[config.mk]
export PLATFORM = sky130hd
export DESIGN_NAME = gn3_ctrl
export DESIGN_NICKNAME = d
export VERILOG_FILES = /design/src/gn3_pkg.sv /design/src/gn3_ctrl.sv
export SDC_FILE = /design/constraint.sdc
export NUM_CORES = 1
export LEC_CHECK = 0
export BUFFER_PORTS_ARGS = -buffer_cell sky130_fd_sc_hd__buf_2
export CORE_AREA = 2 2 39 41
export CTS_BUF_LIST = sky130_fd_sc_hd__clkbuf_2 sky130_fd_sc_hd__clkbuf_4 sky130_fd_sc_hd__clkbuf_8
export CTS_CLUSTER_DIAMETER = 100
export DETAILED_ROUTE_END_ITERATION = 10
export DIE_AREA = 0 0 41 43
export PLACE_DENSITY = 0.8
export REMOVE_ABC_BUFFERS = 1
export SYNTH_ARGS = -nofsm -noshare
export SYNTH_HDL_FRONTEND = slang
export SYNTH_SLANG_ARGS = --single-unit
[constraint.sdc]
create_clock -name clk -period 4.2 [get_ports clk]
set_input_delay 0.84 -clock clk [delete_from_list [all_inputs] [get_ports clk]]
set_output_delay 0.84 -clock clk [all_outputs]
set_load 0.03 [all_outputs]
[src/gn3_pkg.sv]
// Shared types and constants for the 3D gradient noise block.
package gn3_pkg;

	localparam logic MODE_EVAL = 1'b0;
	localparam logic MODE_LOAD = 1'b1;

	localparam int STEP_W = 5;
	localparam logic [STEP_W-1:0] HASH_LAST  = 5'd27;  // last step of the 14 table reads
	localparam logic [STEP_W-1:0] BLEND_LAST = 5'd13;  // last step of the 7 lerps
	localparam logic [3:0] FADE_OPS = 4'd12;           // 4 multiplies per axis

	typedef struct packed {
		logic        mode;
		logic [23:0] pos_x;
		logic [23:0] pos_y;
		logic [23:0] pos_z;
		logic [7:0]  entry_index;
		logic [7:0]  entry_value;
	} in_beat_t;

	typedef struct packed {
		logic [15:0] noise_value;
	} out_beat_t;

	typedef struct packed {
		logic       latch;      // capture an evaluate beat
		logic       load;       // write one table entry
		logic       rd_issue;   // table read, data captured next cycle
		logic [3:0] rd_idx;
		logic       mul_issue;  // multiply, written back next cycle
		logic       mul_lerp;   // 0: fade op, 1: lerp op
		logic [3:0] mul_idx;
		logic       finish;     // load the result register
	} gn3_cmd_t;

endpackage

[src/gn3_ctrl.sv]
// Sequencer for the noise block: issues input capture, table writes, table reads, multiplies and output load.
module gn3_ctrl import gn3_pkg::*; (
	input  logic     clk,
	input  logic     arst_n,
	input  logic     in_valid,
	input  logic     in_mode,
	output logic     in_ready,
	input  logic     out_ready,
	output logic     out_valid,
	output gn3_cmd_t cmd
);

	typedef enum logic [1:0] {ST_IDLE, ST_HASH, ST_BLEND, ST_FINISH} state_t;

	state_t            state_q;
	logic [STEP_W-1:0] step_q;
	logic              out_valid_q;

	assign in_ready  = (state_q == ST_IDLE);
	assign out_valid = out_valid_q;

	always_comb begin
		cmd = '0;
		unique case (state_q)
			ST_IDLE: begin
				cmd.latch = in_valid && (in_mode == MODE_EVAL);
				cmd.load  = in_valid && (in_mode == MODE_LOAD);
			end
			ST_HASH: begin
				if (!step_q[0]) begin
					cmd.rd_issue = 1'b1;
					cmd.rd_idx   = step_q[4:1];
					if (step_q[4:1] < FADE_OPS) begin
						cmd.mul_issue = 1'b1;
						cmd.mul_idx   = step_q[4:1];
					end
				end
			end
			ST_BLEND: begin
				if (!step_q[0]) begin
					cmd.mul_issue = 1'b1;
					cmd.mul_lerp  = 1'b1;
					cmd.mul_idx   = step_q[4:1];
				end
			end
			ST_FINISH: cmd.finish = !out_valid_q || out_ready;
			default: ;
		endcase
	end

	always_ff @(posedge clk or negedge arst_n) begin
		if (!arst_n) begin
			state_q     <= ST_IDLE;
			step_q      <= '0;
			out_valid_q <= 1'b0;
		end else begin
			if (cmd.finish)
				out_valid_q <= 1'b1;
			else if (out_valid_q && out_ready)
				out_valid_q <= 1'b0;
			unique case (state_q)
				ST_IDLE: begin
					step_q <= '0;
					if (in_valid && (in_mode == MODE_EVAL))
						state_q <= ST_HASH;
				end
				ST_HASH: begin
					if (step_q == HASH_LAST) begin
						step_q  <= '0;
						state_q <= ST_BLEND;
					end else begin
						step_q <= step_q + 1'b1;
					end
				end
				ST_BLEND: begin
					if (step_q == BLEND_LAST) begin
						step_q  <= '0;
						state_q <= ST_FINISH;
					end else begin
						step_q <= step_q + 1'b1;
					end
				end
				ST_FINISH: begin
					if (!out_valid_q || out_ready)
						state_q <= ST_IDLE;
				end
				default: state_q <= ST_IDLE;
			endcase
		end
	end

	a_finish_free: assert property (@(posedge clk) disable iff (!arst_n)
		cmd.finish |-> (!out_valid_q || out_ready))
		else $error("result loaded over an untaken beat");

	a_busy_no_accept: assert property (@(posedge clk) disable iff (!arst_n)
		(cmd.rd_issue || cmd.mul_issue) |-> !in_ready)
		else $error("work issued while accepting");

	a_hash_to_blend: assert property (@(posedge clk) disable iff (!arst_n)
		(state_q == ST_HASH && step_q == HASH_LAST) |=> (state_q == ST_BLEND))
		else $error("hash phase did not hand over to blend");

	a_valid_rise: assert property (@(posedge clk) disable iff (!arst_n)
		$rose(out_valid_q) |-> $past(cmd.finish))
		else $error("output valid without finish");

endmodule

==> flow_results.org <==
** Logic synthesis
- The cell area that synthesis handed to floorplanning was 684.4 um2.
- The synthesized netlist contains 30 unique library cells.
- Cell types with the largest area share after synthesis :: sky130_fd_sc_hd__dfrtp_1 (29%), sky130_fd_sc_hd__ha_1 (16%), sky130_fd_sc_hd__nand2_1 (4.9%)
- Number of flops mapped to enable cells by yosys :: 0
- List of most frequent post-synthesis cells :: sky130_fd_sc_hd__ha_1 (9), sky130_fd_sc_hd__nand2_1 (9), sky130_fd_sc_hd__dfrtp_1 (8)
- A synthesized cell averages 8.774 um2.
- Synthesis produced a netlist whose cell count is 78.
- Count of state elements after synthesis :: 8
- In the synthesized netlist the dominant register cell turns out to be sky130_fd_sc_hd__dfrtp_1.
- Of the synthesized area, sequential elements account for 29.25%.
- Cell accounting for the most synthesized area :: sky130_fd_sc_hd__dfrtp_1
- Warning count from the yosys run :: 0
- Fraction of synthesis flops using an asynchronous set or reset pin :: between 90% and 100%
- The share of synthesized area in the top cell type comes to slightly below 30%.

** Die
- Placeable Area :: 0.001384 mm2
- Die span in y :: 43 um
- Number of top-level pins :: 21
- Overall die width :: 41 um
- Placement row count :: 14
- The die covers 0.001763 mm2.
- Starting utilization of the core area :: 49.46%

** Timing
- Number of failing hold endpoints at the final stage :: 0
- The worst pin sits at a relative slew slack of roughly 77%.
- Least-Margin Pin Slew :: 0.3404 ns
- Minimum clock period :: 2.598 ns
- Final Skew :: 0.005452 ns
- Setup TNS Final :: 0 ns
- Least setup slack across all paths after layout :: 1.602 ns
- Of the available clock period, the critical path in the final layout requires 61.85%.
- RSZ-0062 raised after global routing :: no
- Number of endpoints failing setup at the final stage :: 0
- Derived from the worst setup path, the maximum achievable clock frequency is 385.0 MHz.
- Final Max Tran Viols :: 0
- Across all hold checks on the routed design, the worst slack comes to between 0.4 and 0.5 ns.

** Placement
- The congestion estimate from routability-driven global placement came to 0.7317.
- Summed over all nets, the half-perimeter wirelength after detailed placement is 1.041 mm.
- Post-placement worst setup slack :: 1.875 ns
- Total placed instance area :: roughly 800 um2
- During placement, the flow inserted port buffers numbering 20.

** Clock tree
- TritonCTS built the clock tree.
- Reg clk slew, reported paths :: 0.05 ns
- Insertion delay to the later sink of the worst-skew pair :: ~0.25 ns
- The number of hold buffers added after CTS was 0.
- Post-CTS repair changed the size of 0 cells.
- The clock passes through at most 2 buffers.
- Total CTS buffers :: 3
- The clock drives 8 sinks.
- Post-CTS timing repair inserted 0 buffers for setup.
- CTS built an H-tree with a depth of 1.
- CTS placed an instance of sky130_fd_sc_hd__clkbuf_4 at the clock tree root.

** Status
- Result of the run :: finished, final reports clean

** Setup path
- The setup check on the worst reg-to-reg path leaves a slack of between 2 and 2.5 ns.
- Critical-path cell list :: inv_1, ha_1, nor3b_1, and2_1, buf_2
- Origin of the critical flop-to-flop path :: state_q[0]$_DFFE_PN0P_
- Max incr delay on CP :: 0.42 ns
- The worst setup path is captured at an output port.
- Critical-path maximum fanout :: 7
- STA puts the critical path data required time at ~3.4 ns.
- Worst reg-to-reg path cell count :: 6
- Reg2reg end :: step_q[2]$_DFFE_PN0P_
- By startpoint and endpoint, the worst setup path is classified as flop to output port.
- Broken down by cell family, the worst path's largest delay share belongs to flip-flops.
- WP data arrival :: 1.76 ns
- Buffers and inverters on the worst path :: 2
- Critical-path top delay cell :: sky130_fd_sc_hd__dfrtp_1
- Startpoint kind of the worst setup timing path :: flop

** Power and ir drop
- In this run the power density over the cells is between 600 and 700 mW/mm2.
- VDD sags by at most ~0.26 mV.
- Total Power :: 547.5 uW
- Leak pwr :: ~0.00045 uW

** GRT
- Global routing used about 18% of the available tracks.
- Number of antenna violations at the first check in global routing :: 0
- Overflow after GRT :: 0
- Wire length of the first global-routing pass :: 2.159 mm
- The number of global-route vias before repair was about 540.
- Maximum number of pins on one net before global-route repair :: 11

** Final layout
- Total inserted antenna cells :: 0
- The final layout contains roughly 120 nets.
- Fraction of final layout cells with drive strength greater than 1 :: between 20% and 30%
- With fillers left out, the area of the finished cells amounts to 804.5 um2.
- Layout-stage area growth over the synthesis result :: 17.55%

** Drt
- Post-route DRC :: 0
- The detail route stage leaves a number of antenna-violating nets equal to 0.
- Routed wire per std cell :: 11.37 um
- Across all layers, the routed design uses 617 vias.
- Number of DRC markers in iteration 0 :: 16
- Total length of routed wires :: 1.308 mm
- 1st-pass router iterations :: 4
- After detailed routing, the number of vias per cell comes to 5.365.

** Flow run
- Max-capacitance violation count :: 0

** Worst hold path
- Worst min path class :: input port to asynchronous set/reset pin
[routing by layer]
layer | wire [um] | track usage, % | part of all wire (%) | up-vias
met2 | 638 | 27.81 | 49 | 13
met4 | 12 | 12.00 | 0.92 | 0
met3 | 52 | 1.571 | 4.0 | 2
li1 | - | - | - | 317
met5 | 0 | 0 | 0 | -
met1 | 604 | 21.81 | 46 | 285
[through the flow]
step	utilization, %	std cells
floorplan	-	76
global placement	56.51	112
detailed placement	56.51	112
CTS	58.14	115
global route	58.14	115
finish	58.14	115
[state kept, by name (all words and copies together) (netlist names)]
signal     cells
step_q         5
state_q        2
out_valid      1
[worst reg2reg max path, cell delays in order (launching register included)]
cell and delay [ns]:
sky130_fd_sc_hd__dfrtp_1 0.42, sky130_fd_sc_hd__inv_1 0.11, sky130_fd_sc_hd__ha_1 0.39, sky130_fd_sc_hd__and2_2 0.23, sky130_fd_sc_hd__a32oi_2 0.30, sky130_fd_sc_hd__o21bai_1 0.10
sky130_fd_sc_hd__a21o_1 0.18
[worst max path at each step]
stage / from / end / slack, ns / cells past startpoint
finish: state_q[0]$_DFFE_PN0P_ / cmd[2] / 1.60 / 5
global route: state_q[1]$_DFFE_PN0P_ / cmd[1] / 1.51 / 7
CTS: state_q[0]$_DFFE_PN0P_ / cmd[2] / 1.59 / 5
detailed placement: state_q[0]$_DFFE_PN0P_ / cmd[2] / 1.88 / 5
global placement: state_q[0]$_DFFE_PN0P_ / cmd[2] / 1.95 / 5
floorplan: state_q[0]$_DFFE_PN0P_ / cmd[2] / 1.33 / 4
[area by class of cell]
cell class	count	area, um2
Sequential cell	8	200.2
Multi-Input combinational cell	61	435.4
Fill cell	130	579.3
Timing Repair Buffer	20	100.1
Clock buffer	3	22.52
Tap cell	16	20.02
Inverter	7	26.28
[power breakdown]
part | leakage, uW | internal [uW] | switching [uW] | total, uW
combinational | 0.000330 | 128 | 234 | 362
clock | 0.0000138 | 32.5 | 23.5 | 56.0
sequential | 0.000105 | 101 | 28.4 | 129
total | 0.000449 | 261 | 286 | 547
[cells in the final DEF (no fill, tap or decap), types with 2 or more instances in the layout]
cell type	Yosys	final
sky130_fd_sc_hd__nor3_1	2	2
sky130_fd_sc_hd__and2_2	2	2
sky130_fd_sc_hd__ha_1	9	9
sky130_fd_sc_hd__and3_1	2	2
sky130_fd_sc_hd__and2_1	5	5
sky130_fd_sc_hd__buf_2	0	20
sky130_fd_sc_hd__a21oi_1	5	5
sky130_fd_sc_hd__a21o_1	2	2
sky130_fd_sc_hd__nand2_1	9	9
sky130_fd_sc_hd__o21ai_0	3	3
sky130_fd_sc_hd__nand2b_1	2	2
sky130_fd_sc_hd__dfrtp_1	8	8
sky130_fd_sc_hd__nor2_1	2	2
sky130_fd_sc_hd__nand3_1	2	2
sky130_fd_sc_hd__inv_1	7	7
sky130_fd_sc_hd__clkbuf_4	0	3
sky130_fd_sc_hd__nand4b_1	2	2
[cells by family (layout without fill, tap and decap cells)]
logic type / count (synthesis) / after routing / share of synthesized area, %
compound gates: 19 / 19 / 19.75
fa+ha+maj: 9 / 9 / 16.45
buf+inv: 9 / 30 / 7.130
flops: 8 / 8 / 29.25
simple gates: 33 / 33 / 27.42
(Power assumes the default switching activity.)
